===== src/rtl/fa25519_pkg.sv =====
// Shared types and constants for the 2^255-19 field arithmetic unit.
// No dependencies; imported by every module of the block.
package fa25519_pkg;

    localparam int unsigned NLIMB  = 5;
    localparam int unsigned LIMB_W = 51;
    localparam int unsigned IN_W   = 54;
    localparam int unsigned OP_W   = 3;
    localparam int unsigned JOIN_W = 259;   // integer value of an unreduced operand
    localparam int unsigned Y_W    = 260;   // multiplier word, scanned by the cell row
    localparam int unsigned X_W    = 256;   // partly reduced multiplicand
    localparam int unsigned ACC_W  = 262;   // running sum inside the cell row
    localparam int unsigned DIG_W  = 4;     // multiplier bits consumed per cell
    localparam int unsigned NCELL  = Y_W / DIG_W;
    localparam int unsigned FOLD   = 19;    // 2^255 == 19 (mod p)

    localparam logic [X_W-1:0] P_VAL     = (256'd1 << 255) - 256'd19;
    localparam logic [Y_W-1:0] SIXTEEN_P = (260'd1 << 259) - 260'd304;

    typedef enum logic [OP_W-1:0] {
        OP_ADD = 3'd0,
        OP_SUB = 3'd1,
        OP_MUL = 3'd2,
        OP_SQR = 3'd3,
        OP_RED = 3'd4
    } op_t;

    typedef logic [NLIMB-1:0][IN_W-1:0] limbs_in_t;

    // Token handed from cell to cell
    typedef struct packed {
        logic [X_W-1:0]   x;
        logic [ACC_W-1:0] acc;
        logic [Y_W-1:0]   y;
    } fa_tok_t;

endpackage


===== src/rtl/fa25519_canon.sv =====
// Final reduction: two folds by 19 and a conditional subtract of p.
// Three elastic stages, the last is the output register. Depends on fa25519_pkg.
module fa25519_canon
    import fa25519_pkg::*;
(
    input  logic             aclk,
    input  logic             aresetn,
    input  logic             in_valid,
    output logic             in_ready,
    input  logic [ACC_W-1:0] in_acc,
    output logic             out_valid,
    input  logic             out_ready,
    output logic [254:0]     out_r
);

    logic         v1_reg, v2_reg, v3_reg;
    logic         r1, r2, r3;
    logic [255:0] v_reg, v_next;
    logic [254:0] w_reg, w_next;
    logic [255:0] t;
    logic [254:0] r_reg, r_next;

    assign r3       = !v3_reg || out_ready;
    assign r2       = !v2_reg || r3;
    assign r1       = !v1_reg || r2;
    assign in_ready = r1;

    assign v_next = 256'(in_acc[254:0]) + 256'(12'(in_acc[ACC_W-1:255]) * 12'(FOLD));
    assign w_next = 255'(256'(v_reg[254:0]) + (v_reg[255] ? 256'(FOLD) : 256'd0));
    // value is below 2^255 here: subtract p when value + 19 reaches 2^255
    assign t      = 256'(w_reg) + 256'(FOLD);
    assign r_next = t[255] ? t[254:0] : w_reg;

    always_ff @(posedge aclk) begin
        if (!aresetn) begin
            v1_reg <= 1'b0;
            v2_reg <= 1'b0;
            v3_reg <= 1'b0;
        end else begin
            if (r1) v1_reg <= in_valid;
            if (r2) v2_reg <= v1_reg;
            if (r3) v3_reg <= v2_reg;
        end
    end

    always_ff @(posedge aclk) begin
        if (r1 && in_valid) v_reg <= v_next;
        if (r2 && v1_reg)   w_reg <= w_next;
        if (r3 && v2_reg)   r_reg <= r_next;
    end

    assign out_valid = v3_reg;
    assign out_r     = r_reg;

endmodule


===== config.mk =====
export PLATFORM = sky130hd
export DESIGN_NAME = fa25519_canon
export DESIGN_NICKNAME = d
export VERILOG_FILES = /design/src/rtl/fa25519_pkg.sv /design/src/rtl/fa25519_canon.sv
export SDC_FILE = /design/constraint.sdc
export NUM_CORES = 1
export LEC_CHECK = 0
export BUFFER_PORTS_ARGS = -buffer_cell sky130_fd_sc_hd__buf_2
export CORE_ASPECT_RATIO = 0.8
export CORE_MARGIN = 10
export CORE_UTILIZATION = 59
export CTS_CLUSTER_SIZE = 8
export DETAILED_ROUTE_END_ITERATION = 7
export PLACE_DENSITY = 0.79
export SLEW_MARGIN = 20
export SYNTH_ARGS = -nofsm -noshare
export SYNTH_HDL_FRONTEND = slang
export SYNTH_SLANG_ARGS = --single-unit
export TNS_END_PERCENT = 5

===== constraint.sdc =====
create_clock -name aclk -period 29 [get_ports aclk]
set_clock_uncertainty 0.1 [all_clocks]
set_input_delay 5.8 -clock aclk [delete_from_list [all_inputs] [get_ports aclk]]
set_output_delay 5.8 -clock aclk [all_outputs]
set_load 0.02 [all_outputs]

==> qor.yml <==
status: "complete, no violations"
final-setup-viol-count: 0
switchingPower_mw: 0.7230
final_hold_viol_count: 0
cts_setup_buffers: 0
path_delay_family: "simple AND/OR/NAND/NOR gates"
clk_path_buf_depth: 3
yosysSeqAreaShare: 0.5847
synth_nets: 3694
ir_drop_mv: 0.05608
crit_top_cell: "buf_2"
cts_root_buf: "clkbuf_16"
start_kind: "primary input"
dp_hpwl_um: 125600
ctsHoldBuffers: 0
synth_top_flop_cell: "edfxtp_1"
largest_reg_flops: 256
fp.coreArea_um2: 66000
area_growth_pct: 17.32
hp-start: "w_reg[170]"
ys_warn_count: 0
dieArea_um2: 77650
worst-setup-path-type: "primary input to output port"
drv_slew: 0
cts_max_level: 3
synth_area_um2: 39440
power_frac_seq: 0.500
first_pass_iters: 6
grt_pass1_wl_um: 224600
fin_crit_sh: 0.4402
totalWireLength_um: 160800
ctsResizeCount: 0
drc_errors: 0
hold_path_end: "out_r[170]"
tightest_slew_ps: 1255
fin_nets: 4291
dpl-instance-area_um2: 43200
grt_max_degree: 192
ff2ff_path_depth: 8
p_int_mw: 2.061
grt.busiest_layer: "met1"
numPortBuffers: 522
setup_ws_ps: 16240
required_ps: 23100
clk_latency_ps: 700
cap_violations: 0
antenna_found_initial: 41
grt.met1_usage: 0.5911
hold_path_depth: 1
drtIter0Drc: 5555
cp_slowest_cell: "nor2b_1"
synth-edff-count: 766
tns_ps: 0
fin_cells: 4896
viasPerCell: 6.832
ant_nets: 0
die_h_um: 251.3
layout-drive-gt1-share: 0.1811
synth_seq_cells: 769
clk_pin_slew_ps: 50
slowest_delay_ps: 600
use_met2: 0.5293
synth_cell_type_count: 66
initial_core_util: 0.5976
synth_cells: 3385
max_freq_mhz: 78.34
rsz0062_at_grt: "no"
grt_util_met3: 0.1643
io_pins: 523
p_clk_frac: 0.407
grt.total_usage: 0.4010
combPwrFrac: 0.093
endpoint_kind: "output port"
rows: 84
gp_congestion: 1.065
slew_headroom: 0.1566
critPathMaxFanout: 6
r2r-end: "out_r[10]"
pre_cts_slack_ps: 16250
crit_buf_inv: 2
pwr_density_cell_nw_per_um2: 60.16
clkSinkCount: 769
fin_crit_ps: 12760
final_design_area_no_fill_um2: 46270
cp_data_arrival_time_ps: 6860
cts_made_buffers: 106
grt-ovfl-total: 0
crit_chain: "buf_2, nor2b_1, nand3_1, buf_2"
totalPowerFinal_mw: 2.784
p_leak_nw: 16.17
fill_cells: 4634
switching_share: 0.2597
wire_per_inst_um: 32.84
first_global_vias: 30920
die_w_um: 309.1
postSynthAreaPerCell_um2: 11.65
placed_cells: 4732
startpoint: "out_ready"
vias: 33450
reg2reg_from: "w_reg[63]"
rrSetupSlack_ps: 23750
hp-class: "flip-flop to flip-flop"
synthArstFlopShare: 0
cts_tree: "done"
cells in the mapped netlist, types with 25 or more instances:
library cell  number  area [µm²]
and3_1            97       606.8
nor2_1           214       803.3
nand3_1          278        1391
ha_1              31       387.9
nor3_1           152       760.7
edfxtp_1         766       23000
inv_1            102       382.9
or3_1             25       156.4
nor4_1           116       725.7
and4_1            55       481.7
xnor2_1          289        2531
xor2_1           215        1883
nand4_1          270        1689
and2_1           274        1714
nand2_1          252       945.9
clkbuf_1          58       217.7
per-stage QoR:
stage / utilization / hold WS, ps
global placement: 0.6545 / 428.3
finish: 0.7011 / 434.9
global route: 0.7008 / 459.6
CTS: 0.6989 / 430.3
detailed placement: 0.6545 / 436.2
floorplan: - / 397.7
worst register-to-register path, stage by stage (launching register included):
cell,delay [ps]
edfxtp_1,390
nand4_1,390
nor4_2,1080
nand4_1,540
nor3_1,300
nand4_1,160
or4_2,1110
buf_4,490
and2_1,440
layout make-up:
type                       count  area [µm²]  area share
antenna                       33       82.58    0.001785
clock buffer                 121        2709     0.05854
timing repair buffer         556        2945     0.06365
sequential                   769       23060      0.4984
inverter                     102       382.9    0.008274
tap                          860        1076     0.02325
multi-input combinational   2447       15800      0.3414
clock inverter                 8       219.0    0.004732
how the worst max path moves through the flow:
stage,end,slack (ps),depth (start not counted)
2_1_floorplan,w_reg[0],3400,2
3_3_place_gp,in_ready,16290,4
3_5_place_dp,in_ready,16250,4
4_1_cts,in_ready,16230,4
5_1_grt,in_ready,16190,4
6_report,in_ready,16240,4
placed cells by master (no fill, tap or decap), drive strengths merged, types with 3 or more instances in the layout:
master     n
edfxtp   766
and4      55
nand3    279
nand2b     8
diode     33
or2       15
nor4b      6
fa        12
nor4     129
a21boi     4
nand4    273
a21o       7
a31oi      3
clkinv     6
nand4b    11
xor2     215
inv      103
and3      97
nor2b      7
or4       29
nor3b      5
dfxtp      3
ha        31
o2111ai    3
nor3     154
buf      556
o211ai     4
nor2     215
xnor2    289
and2     276
clkbuf   121
nand2    253
and4b      3
o21ai      6
or3       26
a21oi      9
routing by layer:
layer | up-vias | wire (µm) | share of wire
met5 | - | 113 | 0.00070
met4 | 8 | 4728 | 0.029
met3 | 317 | 27780 | 0.17
met2 | 3089 | 64050 | 0.40
met1 | 16180 | 64100 | 0.40
li1 | 13860 | - | -
power groups by stage:
stage                     Sequential [mW]  Clock (mW)  Combinational, mW
after floorplan                      1.40           0              0.126
final                                1.39        1.13              0.258
after global placement               1.40           0              0.238
after global routing                 1.39        1.18              0.272
after CTS                            1.38        1.13              0.247
after detailed placement             1.40           0              0.243
cell families after synthesis:
group,after synthesis,synth area share
xor+xnor,504,0.1119
simple gates,1848,0.2608
buf+inv,169,0.01650
fa+ha+maj,43,0.01593
flops,769,0.5847
compound gates,52,0.01015
Power figures use the tool's default switching activity.
