$ cat config.mk
export PLATFORM = sky130hd
export DESIGN_NAME = fa25519_cell
export DESIGN_NICKNAME = d
export VERILOG_FILES = /design/src/rtl/fa25519_pkg.sv /design/src/rtl/fa25519_cell.sv
export SDC_FILE = /design/constraint.sdc
export NUM_CORES = 2
export LEC_CHECK = 0
export BUFFER_PORTS_ARGS = -buffer_cell sky130_fd_sc_hd__buf_2
export CAP_MARGIN = 40
export CORE_AREA = 5 5 608 610
export DETAILED_ROUTE_END_ITERATION = 10
export DIE_AREA = 0 0 613 615
export GPL_TIMING_DRIVEN = 0
export PLACE_DENSITY = 0.37
export SLEW_MARGIN = 20
export SYNTH_ARGS = -nofsm -noshare
export SYNTH_HDL_FRONTEND = slang
export SYNTH_SLANG_ARGS = --single-unit
$ cat constraint.sdc
create_clock -name aclk -period 32.2 [get_ports aclk]
set_clock_uncertainty 0.1 [all_clocks]
set_input_delay 6.44 -clock aclk [delete_from_list [all_inputs] [get_ports aclk]]
set_output_delay 6.44 -clock aclk [all_outputs]
set_load 0.05 [all_outputs]
$ cat src/rtl/fa25519_pkg.sv
// Shared types and constants for the 2^255-19 field arithmetic unit.
// No dependencies; imported by every module of the block.
package fa25519_pkg;

    localparam int unsigned NLIMB  = 5;
    localparam int unsigned LIMB_W = 51;
    localparam int unsigned IN_W   = 54;
    localparam int unsigned OP_W   = 3;
    localparam int unsigned JOIN_W = 259;   // integer value of an unreduced operand
    localparam int unsigned Y_W    = 260;   // multiplier word, scanned by the cell row
    localparam int unsigned X_W    = 256;   // partly reduced multiplicand
    localparam int unsigned ACC_W  = 262;   // running sum inside the cell row
    localparam int unsigned DIG_W  = 4;     // multiplier bits consumed per cell
    localparam int unsigned NCELL  = Y_W / DIG_W;
    localparam int unsigned FOLD   = 19;    // 2^255 == 19 (mod p)

    localparam logic [X_W-1:0] P_VAL     = (256'd1 << 255) - 256'd19;
    localparam logic [Y_W-1:0] SIXTEEN_P = (260'd1 << 259) - 260'd304;

    typedef enum logic [OP_W-1:0] {
        OP_ADD = 3'd0,
        OP_SUB = 3'd1,
        OP_MUL = 3'd2,
        OP_SQR = 3'd3,
        OP_RED = 3'd4
    } op_t;

    typedef logic [NLIMB-1:0][IN_W-1:0] limbs_in_t;

    // Token handed from cell to cell
    typedef struct packed {
        logic [X_W-1:0]   x;
        logic [ACC_W-1:0] acc;
        logic [Y_W-1:0]   y;
    } fa_tok_t;

endpackage

$ cat src/rtl/fa25519_cell.sv
// One cell of the multiply row: shifts the running sum by one digit mod p
// and adds multiplicand times its digit. Depends on fa25519_pkg.
module fa25519_cell
    import fa25519_pkg::*;
#(
    parameter int unsigned IDX = 0
)
(
    input  logic    aclk,
    input  logic    aresetn,
    input  logic    in_valid,
    output logic    in_ready,
    input  fa_tok_t in_tok,
    output logic    out_valid,
    input  logic    out_ready,
    output fa_tok_t out_tok
);

    logic             valid_reg;
    fa_tok_t          tok_reg;
    logic [DIG_W-1:0] dig;
    logic [15:0]      top19;
    logic [Y_W-1:0]   xd;
    logic [ACC_W-1:0] acc_next;

    // most significant digit first
    assign dig   = in_tok.y[Y_W-1-DIG_W*IDX -: DIG_W];
    // acc * 16 = low * 16 + top * 2^255, and 2^255 == 19
    assign top19 = 16'(in_tok.acc[ACC_W-1:251]) * 16'(FOLD);
    assign xd    = Y_W'(in_tok.x) * Y_W'(dig);
    assign acc_next = ACC_W'({in_tok.acc[250:0], {DIG_W{1'b0}}})
                    + ACC_W'(top19) + ACC_W'(xd);

    assign in_ready = !valid_reg || out_ready;

    always_ff @(posedge aclk) begin
        if (!aresetn) begin
            valid_reg <= 1'b0;
        end else if (in_ready) begin
            valid_reg <= in_valid;
        end
    end

    always_ff @(posedge aclk) begin
        if (in_ready && in_valid) begin
            tok_reg.x   <= in_tok.x;
            tok_reg.y   <= in_tok.y;
            tok_reg.acc <= acc_next;
        end
    end

    assign out_valid = valid_reg;
    assign out_tok   = tok_reg;

endmodule

==> qor.txt <==
Status: completed
Sinks on Clock Net: 778
Yosys cell types: 90
Max_cap viols: 0
I/O Pins: 1562
Rows: 222
Largest family of logic cells by synthesized area: adder cells
Vias in the first global route: 65500
Post-synthesis mux area share: 0%
Syn avg cell area: 10.2 µm²
H-tree lvl count: 3
Initial antenna violation count: 234
DP HPWL: 394 mm
Post-Route WL: 454 mm
Clk Latency, worst-skew pair: 820 ps
Synth Area in Adders: 33.8%
Req. time, crit path: 32790 ps
Seq/Total Area, Yosys: 31.0%
Register area: 0.0234 mm²
Post-Syn Nets: 9709
EDFF count, synth: 777
Via Count: 63900
CTS tree: yes
Post-synth ARST share: 0%
Minimum clock period after layout: 16340 ps
Met1 GRT Util: 26.5%
Initial Utilization: 20.7%
Drt initial violations: 4627
Final #Nets: 11500
Routed wire per std cell: 32.1 µm
Setup crit end: out_tok[519]
Area delta synth->final: 25.6%
CP startpoint: in_tok[258]
Worst EP arrival: 16930 ps
Simple-gate portion of the synthesized area: 14.6%
Filler instances: 39600
Design Area, Final: 0.0947 mm²
Core Box Area: 0.364 mm²
Crit path max fanout: 10
Drt via density: 4.52
Setup Fix Bufs, Post-CTS: 0
Layout cells sized above 1: 21.2%
Dominant cells by area after synthesis: edfxtp_1 (31%), fa_1 (21%), ha_1 (13%)
IO Port Bufs: 1560
Placer Congestion: 0.957
Post-Synth XOR/XNOR Area: 2.96%
DR DRC count: 0
Critical Path Start Type: input port
Overflow after GRT: 0
Final setup viols: 0
Worst Tran Pin Value: 955 ps
Crit path largest cell delay: 930 ps
Crit-path slowest cell: a32oi_1
Cell taking the most area after synthesis: edfxtp_1
Reg2reg end: out_tok[488]
Synth Area in Compound Gates: 10.5%
Most Crowded Layer GR: met2
F_max: 61.2 MHz
Final hold vios: 0
Crit end category: register
Synth Flop Type: edfxtp_1
Largest net degree at the start of global routing: 57
Crit Path Category: input port to register
Clk pin slew, worst setup/hold paths: 60 ps
Pre-antenna DRT Iters: 6
Worst min path class: register to register
Final worst path period share: 50.7%
Tot GR Track Use: 23.3%
Post-CTS Hold Fix Bufs: 0
R2r worst-path depth: 8
Post-DRT Antenna Nets: 0
P_leak: 43.7 nW
Multi-input gate area: 0.0467 mm²
Post-synth top area share: 30.9%
Slew headroom: 35.8%
VDD IR max: 0.0000616 V
Power Density: 92.9 mW/mm²
Cells after Synth: 7362
First-pass GRT wire length: 596 mm
Area after DPL: 0.0907 mm²
Design Power: 8.80 mW
Final Slew Violations: 0
Synth Cell Area: 0.0754 mm²
Unrepaired setup endpoints after global routing: no
CTS max path bufs: 4
Die Span X: 613 µm
CTS buffer count: 114
Ys Warns: 0
Register bit total from synthesis: 778
Flop-to-flop setup slack: 29080 ps
Global Route met3 Usage: 4.21%
# resized after CTS: 0
RR Startpoint: out_valid
Total die area: 0.377 mm²
CTS root buffer: clkbuf_16
Die height: 615 µm
Grt met2 use: 41.2%
cells by family (layout without fill, tap and decap cells):
logic type	after synthesis	count (layout)
and+or+nand+nor	2082	2082
adders and majority gates	1565	1565
buffers and inverters	1428	3262
AOI/OAI and AO/OA	1253	1253
DFF	778	778
xor gates and xnor gates	255	255
other	1	132
cells in the mapped netlist (6+ instances only):
| cell | count |
|---|---|
| inv_1 | 1157 |
| and2_1 | 909 |
| fa_1 | 792 |
| edfxtp_1 | 777 |
| ha_1 | 773 |
| nand2_1 | 507 |
| a21oi_1 | 456 |
| o21ai_0 | 260 |
| nor2_1 | 259 |
| clkbuf_1 | 254 |
| a21o_1 | 154 |
| nand4_1 | 150 |
| xnor2_1 | 150 |
| o21bai_1 | 106 |
| xor2_1 | 105 |
| nor3_1 | 90 |
| nand3_1 | 43 |
| o21a_1 | 41 |
| a31oi_1 | 29 |
| a21boi_0 | 27 |
| and3_1 | 19 |
| nor4_1 | 17 |
| o211ai_1 | 17 |
| or3_1 | 17 |
| a221oi_1 | 16 |
| buf_2 | 16 |
| nand2b_1 | 15 |
| nor2b_1 | 15 |
| or2_2 | 15 |
| a211oi_1 | 13 |
| o31ai_1 | 13 |
| and4_1 | 10 |
| o221ai_1 | 10 |
| o41ai_1 | 8 |
| a41oi_1 | 7 |
| o21ai_1 | 7 |
| a31o_2 | 6 |
| o31a_1 | 6 |
report_power, final:
group          total, mW  switching, mW  leakage (nW)  internal (mW)
registers           1.64          0.119          7.53           1.52
clock network       1.30          0.570          1.79          0.726
logic               5.87           4.23          34.4           1.64
total               8.80           4.92          43.7           3.89
how the worst min path moves through the flow:
stage,startpoint,end,slack (ps),cells past startpoint
finish,out_valid,out_valid,440,2
global route,out_valid,out_valid,460,2
CTS,out_valid,out_valid,440,2
detailed placement,out_valid,out_valid,430,2
global placement,out_valid,out_valid,400,2
floorplan,out_valid,out_valid,1050,2
flip-flops by register name (all words and copies together), names as in the netlist:
name,count
out_valid,1
out_tok,777
critical path, delay by kind of cell:
family,cells,cell delay (ps)
AO/OA/AOI/OAI,11,4690
adder cells (fa/ha/maj),6,2820
AND/OR/NAND/NOR,3,780
XOR/XNOR,1,260
buffers and inverters,10,1870
placed cells by master (no fill, tap or decap), types with 150 or more instances in the layout:
master	instances
o21ai_0	259
a21o_1	154
buf_2	1580
and2_1	908
nand4_1	150
clkbuf_1	209
a21oi_1	456
ha_1	773
fa_1	792
xnor2_1	150
nand2_1	507
inv_1	1157
nor2_1	259
edfxtp_1	777
stage by stage:
step / setup WS [ps] / setup TNS, ps / instances / hold WS [ps] / util (%)
after detailed placement: 15040 / 0 / 13800 / 433 / 24.9
after global routing: 15800 / 0 / 14100 / 462 / 26.0
after floorplan: 6450 / 0 / 7362 / 1050 / -
after CTS: 16000 / 0 / 14000 / 441 / 25.9
final: 15860 / 0 / 14100 / 438 / 26.0
after global placement: -4490 / -3207470 / 13700 / 398 / 24.5
cell type report:
type / instances / area share [%]
Multi-Input combinational cell: 5156 / 49.3
Timing Repair Buffer: 1628 / 9.65
Tap cell: 4816 / 6.36
Clock buffer: 129 / 3.10
Buffer: 271 / 1.20
Antenna cell: 131 / 0.346
Sequential cell: 778 / 24.6
Inverter: 1157 / 4.58
Clock inverter: 77 / 0.806
layer usage:
metal	share of wire, %	vias up	wire length (µm)
met5	0.079	-	360
met4	6.6	62	29900
met3	6.0	656	27400
met2	50	2543	228000
met1	37	32400	169000
li1	-	28200	-
(Power assumes the default switching activity.)
