==> src/rtl/fa25519_pkg.sv <==
// Shared types and constants for the 2^255-19 field arithmetic unit.
// No dependencies; imported by every module of the block.
package fa25519_pkg;

    localparam int unsigned NLIMB  = 5;
    localparam int unsigned LIMB_W = 51;
    localparam int unsigned IN_W   = 54;
    localparam int unsigned OP_W   = 3;
    localparam int unsigned JOIN_W = 259;   // integer value of an unreduced operand
    localparam int unsigned Y_W    = 260;   // multiplier word, scanned by the cell row
    localparam int unsigned X_W    = 256;   // partly reduced multiplicand
    localparam int unsigned ACC_W  = 262;   // running sum inside the cell row
    localparam int unsigned DIG_W  = 4;     // multiplier bits consumed per cell
    localparam int unsigned NCELL  = Y_W / DIG_W;
    localparam int unsigned FOLD   = 19;    // 2^255 == 19 (mod p)

    localparam logic [X_W-1:0] P_VAL     = (256'd1 << 255) - 256'd19;
    localparam logic [Y_W-1:0] SIXTEEN_P = (260'd1 << 259) - 260'd304;

    typedef enum logic [OP_W-1:0] {
        OP_ADD = 3'd0,
        OP_SUB = 3'd1,
        OP_MUL = 3'd2,
        OP_SQR = 3'd3,
        OP_RED = 3'd4
    } op_t;

    typedef logic [NLIMB-1:0][IN_W-1:0] limbs_in_t;

    // Token handed from cell to cell
    typedef struct packed {
        logic [X_W-1:0]   x;
        logic [ACC_W-1:0] acc;
        logic [Y_W-1:0]   y;
    } fa_tok_t;

endpackage

==> src/rtl/fa25519_prep.sv <==
// Operand front end: joins limbs, forms the multiplicand and multiplier words.
// Four elastic stages; depends on fa25519_pkg.
module fa25519_prep
    import fa25519_pkg::*;
(
    input  logic              aclk,
    input  logic              aresetn,
    input  logic              in_valid,
    output logic              in_ready,
    input  logic [OP_W-1:0]   in_op,
    input  limbs_in_t         in_a,
    input  limbs_in_t         in_b,
    output logic              out_valid,
    input  logic              out_ready,
    output fa_tok_t           out_tok
);

    function automatic logic [JOIN_W-1:0] join_limbs(input limbs_in_t l);
        logic [254:0]        lo;
        logic [JOIN_W-1:0]   hi;
        hi = '0;
        lo = '0;
        for (int k = 0; k < NLIMB; k++) begin
            lo[LIMB_W*k +: LIMB_W]     = l[k][LIMB_W-1:0];
            hi[LIMB_W*k + LIMB_W +: 3] = l[k][IN_W-1:LIMB_W];
        end
        return {4'b0000, lo} + hi;
    endfunction

    logic              v1_reg, v2_reg, v3_reg, v4_reg;
    logic              r1, r2, r3, r4;
    logic [OP_W-1:0]   op1_reg, op2_reg;
    logic [JOIN_W-1:0] a1_reg, b1_reg, a2_reg;
    logic [Y_W-1:0]    t2_next, t2_reg;
    logic [Y_W-1:0]    x3_next, x3_reg, y3_next, y3_reg;
    logic [X_W-1:0]    x4_next;
    fa_tok_t           tok4_reg;

    assign r4       = !v4_reg || out_ready;
    assign r3       = !v3_reg || r4;
    assign r2       = !v2_reg || r3;
    assign r1       = !v1_reg || r2;
    assign in_ready = r1;

    always_comb begin
        t2_next = {1'b0, b1_reg};
        if (op1_reg == OP_SUB) begin
            t2_next = SIXTEEN_P - {1'b0, b1_reg};
        end
    end

    always_comb begin
        case (op2_reg)
            OP_ADD, OP_SUB: begin
                x3_next = {1'b0, a2_reg} + t2_reg;
                y3_next = Y_W'(1);
            end
            OP_MUL: begin
                x3_next = {1'b0, a2_reg};
                y3_next = t2_reg;
            end
            OP_SQR: begin
                x3_next = {1'b0, a2_reg};
                y3_next = {1'b0, a2_reg};
            end
            OP_RED: begin
                x3_next = {1'b0, a2_reg};
                y3_next = Y_W'(1);
            end
            default: begin
                x3_next = '0;
                y3_next = '0;
            end
        endcase
    end

    // fold bits at 2^255 and above back in by 19
    assign x4_next = {1'b0, x3_reg[254:0]}
                   + X_W'(10'(x3_reg[Y_W-1:255]) * 10'(FOLD));

    always_ff @(posedge aclk) begin
        if (!aresetn) begin
            v1_reg <= 1'b0;
            v2_reg <= 1'b0;
            v3_reg <= 1'b0;
            v4_reg <= 1'b0;
        end else begin
            if (r1) v1_reg <= in_valid;
            if (r2) v2_reg <= v1_reg;
            if (r3) v3_reg <= v2_reg;
            if (r4) v4_reg <= v3_reg;
        end
    end

    always_ff @(posedge aclk) begin
        if (r1 && in_valid) begin
            op1_reg <= in_op;
            a1_reg  <= join_limbs(in_a);
            b1_reg  <= join_limbs(in_b);
        end
        if (r2 && v1_reg) begin
            op2_reg <= op1_reg;
            a2_reg  <= a1_reg;
            t2_reg  <= t2_next;
        end
        if (r3 && v2_reg) begin
            x3_reg <= x3_next;
            y3_reg <= y3_next;
        end
        if (r4 && v3_reg) begin
            tok4_reg.x   <= x4_next;
            tok4_reg.acc <= '0;
            tok4_reg.y   <= y3_reg;
        end
    end

    assign out_valid = v4_reg;
    assign out_tok   = tok4_reg;

endmodule

==> config.mk <==
export PLATFORM = sky130hd
export DESIGN_NAME = fa25519_prep
export DESIGN_NICKNAME = d
export VERILOG_FILES = /design/src/rtl/fa25519_pkg.sv /design/src/rtl/fa25519_prep.sv
export SDC_FILE = /design/constraint.sdc
export NUM_CORES = 2
export LEC_CHECK = 0
export BUFFER_PORTS_ARGS = -buffer_cell sky130_fd_sc_hd__buf_4
export CAP_MARGIN = 20
export CORE_MARGIN = 5
export CORE_UTILIZATION = 40
export DETAILED_ROUTE_END_ITERATION = 8
export SLEW_MARGIN = 10
export SYNTH_ARGS = -nofsm -noshare
export SYNTH_HDL_FRONTEND = slang
export SYNTH_SLANG_ARGS = --single-unit
==> constraint.sdc <==
create_clock -name aclk -period 48.6 [get_ports aclk]
set_clock_uncertainty 0.15 [all_clocks]
set_input_delay 4.86 -clock aclk [delete_from_list [all_inputs] [get_ports aclk]]
set_output_delay 4.86 -clock aclk [all_outputs]
set_load 0.005 [all_outputs]
==> impl.org <==
** Status
- The flow ran to the end, and the final reports show no timing, DRC or antenna violations.

** Critical path
- For this design, the slowest cell found on the critical path is sky130_fd_sc_hd__and2_0.
- STA puts the critical path data required time at 43.59 ns.
- Together, buffers and inverters on the worst path number 2.
- The worst setup path is launched from an input pin.
- Critical path's most frequent cell :: sky130_fd_sc_hd__buf_4
- Endpoint type of the worst setup path :: output pin
- For this run, the slowest stage of the critical path takes ~0.53 ns.
- The critical path goes through buf_4, nor2b_1, and2_0, nand3_1, buf_4.
- The setup path with the least slack is of type in2out.
- Maximum fanout along the worst path :: 6
- Category of cells accounting for the largest share of critical-path delay :: simple AND/OR/NAND/NOR gates
- Critical Path AT :: between 6 and 7 ns

** Synth
- Counting flops with a built-in enable in the synthesized netlist gives 2079.
- The synthesized design contains 2083 register bits.
- For this run, asynchronously set or reset flops after synthesis account for 0%.
- The share of the Yosys chip area taken by registers is roughly 56%.
- The mapped netlist covers about 110000 um2.
- After technology mapping, the gate count stands at ~10000.
- Synth unique cells :: 96
- Cells taking the most area after synthesis :: sky130_fd_sc_hd__edfxtp_1 (56%), sky130_fd_sc_hd__xnor2_1 (5.9%), sky130_fd_sc_hd__nand2_1 (3.7%)
- Yosys warns :: 0
- Yosys top cell area share :: between 50% and 60%
- In the post-synthesis netlist, the cell with the most instances is sky130_fd_sc_hd__edfxtp_1.
- Most used DFF post-synth :: sky130_fd_sc_hd__edfxtp_1
- Leading post-synthesis cells by instance count :: sky130_fd_sc_hd__edfxtp_1 (2079), sky130_fd_sc_hd__nand2_1 (1099), sky130_fd_sc_hd__xnor2_1 (742), sky130_fd_sc_hd__nor2_1 (702), sky130_fd_sc_hd__a21oi_1 (630)
- Average footprint of a synthesized cell :: ~11 um2
- Largest area contributor in the synthesized netlist :: sky130_fd_sc_hd__edfxtp_1

** Layout
- Summing all multi-input logic gate instances after layout gives 45700 um2.
- Final core utilization :: between 40% and 50%
- Max FFs per register :: between 500 and 600
- Counting the fill cells in the layout gives about 25000.
- Non-Filler Instances :: between 15000 and 20000
- Total area of sequential cells :: ~63000 um2
- The final layout contains 11900 nets.
- Share of post-route cells with drive strength above 1 :: about 14%
- Growth of design area from synthesis to finish :: 17.2%
- The finished cells cover 130000 um2.

** Route
- Post-DR wirelength/cell :: 33.4 um
- The detail route stage leaves a number of antenna-violating nets equal to 0.
- The detailed router placed 89900 vias in this run.
- In the routed design, unresolved DRC markers number 0.
- Routed wire length :: between 500 and 600 mm
- For this run, the detailed router's first-pass iteration total came to 8.
- Via density per instance :: ~6.0
- The detailed router finished its first iteration with about 12000 violations.

** Clocking
- Root buffer cell :: sky130_fd_sc_hd__clkbuf_16
- Gates resized during post-CTS repair numbered 0.
- Number of levels in the clock H-tree :: 4
- Max Buffers Root-to-Sink :: 4
- The tree built by TritonCTS fans out to approximately 2100 sinks.
- Hold bufs inserted after CTS :: 0
- Total CTS buffers :: ~230
- Post-CTS timing repair inserted 0 buffers for setup.
- Clock-pin slew was measured on the worst setup and hold paths at around 0.060 ns.
- TritonCTS built the clock tree.
- Clock latency on the worst-skew pair :: 0.91 ns

** GRT
- Total congestion overflow :: 0
- The initial antenna violation count was 80.
- In the global route stage, overall resource usage came out at around a third.
- Largest net degree at the start of global routing :: 157
- Global-route wire length before repair :: around 670 mm
- Vias in the first global route :: between 80000 and 90000

** Floorplan
- The core region is about 280000 um2.
- Width of the die :: 537 um
- The floorplan has roughly 190 rows.
- Initial Util :: 40.2%
- In this run the count of I/O pins placed on the die edge is 1327.
- Die height :: approximately 540 um
- The die covers 288000 um2.

** STA
- Unrepaired setup endpoints after global routing :: false
- Final setup TNS :: 0 ns
- Max-slew headroom :: 15.6%
- The final critical path takes up 22.9% of the cycle.
- Number of failing setup endpoints in the final timing report :: 0
- The max-slew violation total from the final report came to 0.
- For the pin with the worst max-slew slack, the measured transition is about 1.3 ns.
- Worst hold slack across all endpoints :: 0.233 ns
- Subtracting the final worst setup slack from the clock period gives 11.11 ns.
- Highest clock rate :: about 0.09 GHz
- Fin worst setup slack :: 37.49 ns
- Endpoints failing hold :: 0

** Power and ir drop
- For this design the static power due to leakage is approximately 46 nW.
- Overall power of the completed layout :: 4.41 mW
- The worst-case IR drop observed on VDD is about 0.00003 V.
- Dividing total power by cell area gives a power density of approximately 34 nW/um2.

** Placement
- Summed over all nets, the half-perimeter wirelength after detailed placement is about 410 mm.
- Placed cell areas :: between 100000 and 150000 um2
- Routability-driven placement finished with a final weighted congestion of around 1.1.
- Timing analysis after detailed placement gives a worst setup slack of between 30 and 40 ns.
- Number of placed instances, taps included :: between 10000 and 15000
- The count of buffers added on input and output ports is ~1100.

** Run
- Number of maximum-capacitance constraint violations :: 0

** Worst hold path
- The tightest min-delay check is of the reg2reg type.
logic make-up (layout without fill, tap and decap cells):
kind of cell               after synthesis  in the layout  synth area share, %
and+or+nand+nor                       3517           3517                 15.4
AOI/OAI and AO/OA                     2109           2109                 11.9
DFF                                   2083           2083                 56.3
xor gates and xnor gates              1164           1164                 9.18
buffers and inverters                  795           1820                 3.58
adders and majority gates              317            317                 3.64
muxes                                    3              3               0.0282
other                                    1            284              0.00338
report_power, final:
group / internal (mW) / total [mW] / switching (mW)
clock: 1.00 / 1.75 / 0.753
sequential: 2.08 / 2.17 / 0.0875
combinational: 0.162 / 0.485 / 0.323
worst paths after layout:
path	slack [ns]	to	cells after the start	startpoint
max	37.49	in_ready	5	out_ready
min	0.23	a2_reg[189]$_DFFE_PP_	0	a1_reg[189]$_DFFE_PP_
max reg2reg	41.44	t2_reg[248]$_DFFE_PP_	13	b1_reg[26]$_DFFE_PP_
min reg2reg	0.23	a2_reg[189]$_DFFE_PP_	0	a1_reg[189]$_DFFE_PP_
layout make-up:
class,instances,share of cell area [%]
Multi-Input combinational cell,7372,35.1
Timing Repair Buffer,1191,6.91
Clock inverter,152,1.23
Antenna cell,22,0.0423
Sequential cell,2083,48.0
Inverter,209,0.603
Tap cell,3705,3.56
Clock buffer,268,4.52
cells in the final DEF, fill, tap and decap left out, drive strengths merged, types with 85 or more instances in the layout:
cell type / count
nor4: 102
a21o: 98
a31oi: 85
and3: 220
a22o: 277
inv: 225
clkbuf: 268
o21bai: 122
conb: 262
nor3: 201
clkinv: 102
a21oi: 631
xor2: 422
o21ai: 631
nand3: 433
nand2: 1100
nor2: 708
buf: 1191
ha: 307
edfxtp: 2079
xnor2: 742
nand4: 409
metal layers:
layer  vias up  wire length, um  global-route usage (%)
met2      5401           211000                    48.3
li1      39000                -                       -
met5         -               89                       0
met3       738            53500                    7.83
met4        14            21200                    11.9
met1     44800           215000                    48.4
Note: power is estimated with default switching activity, not from simulation.
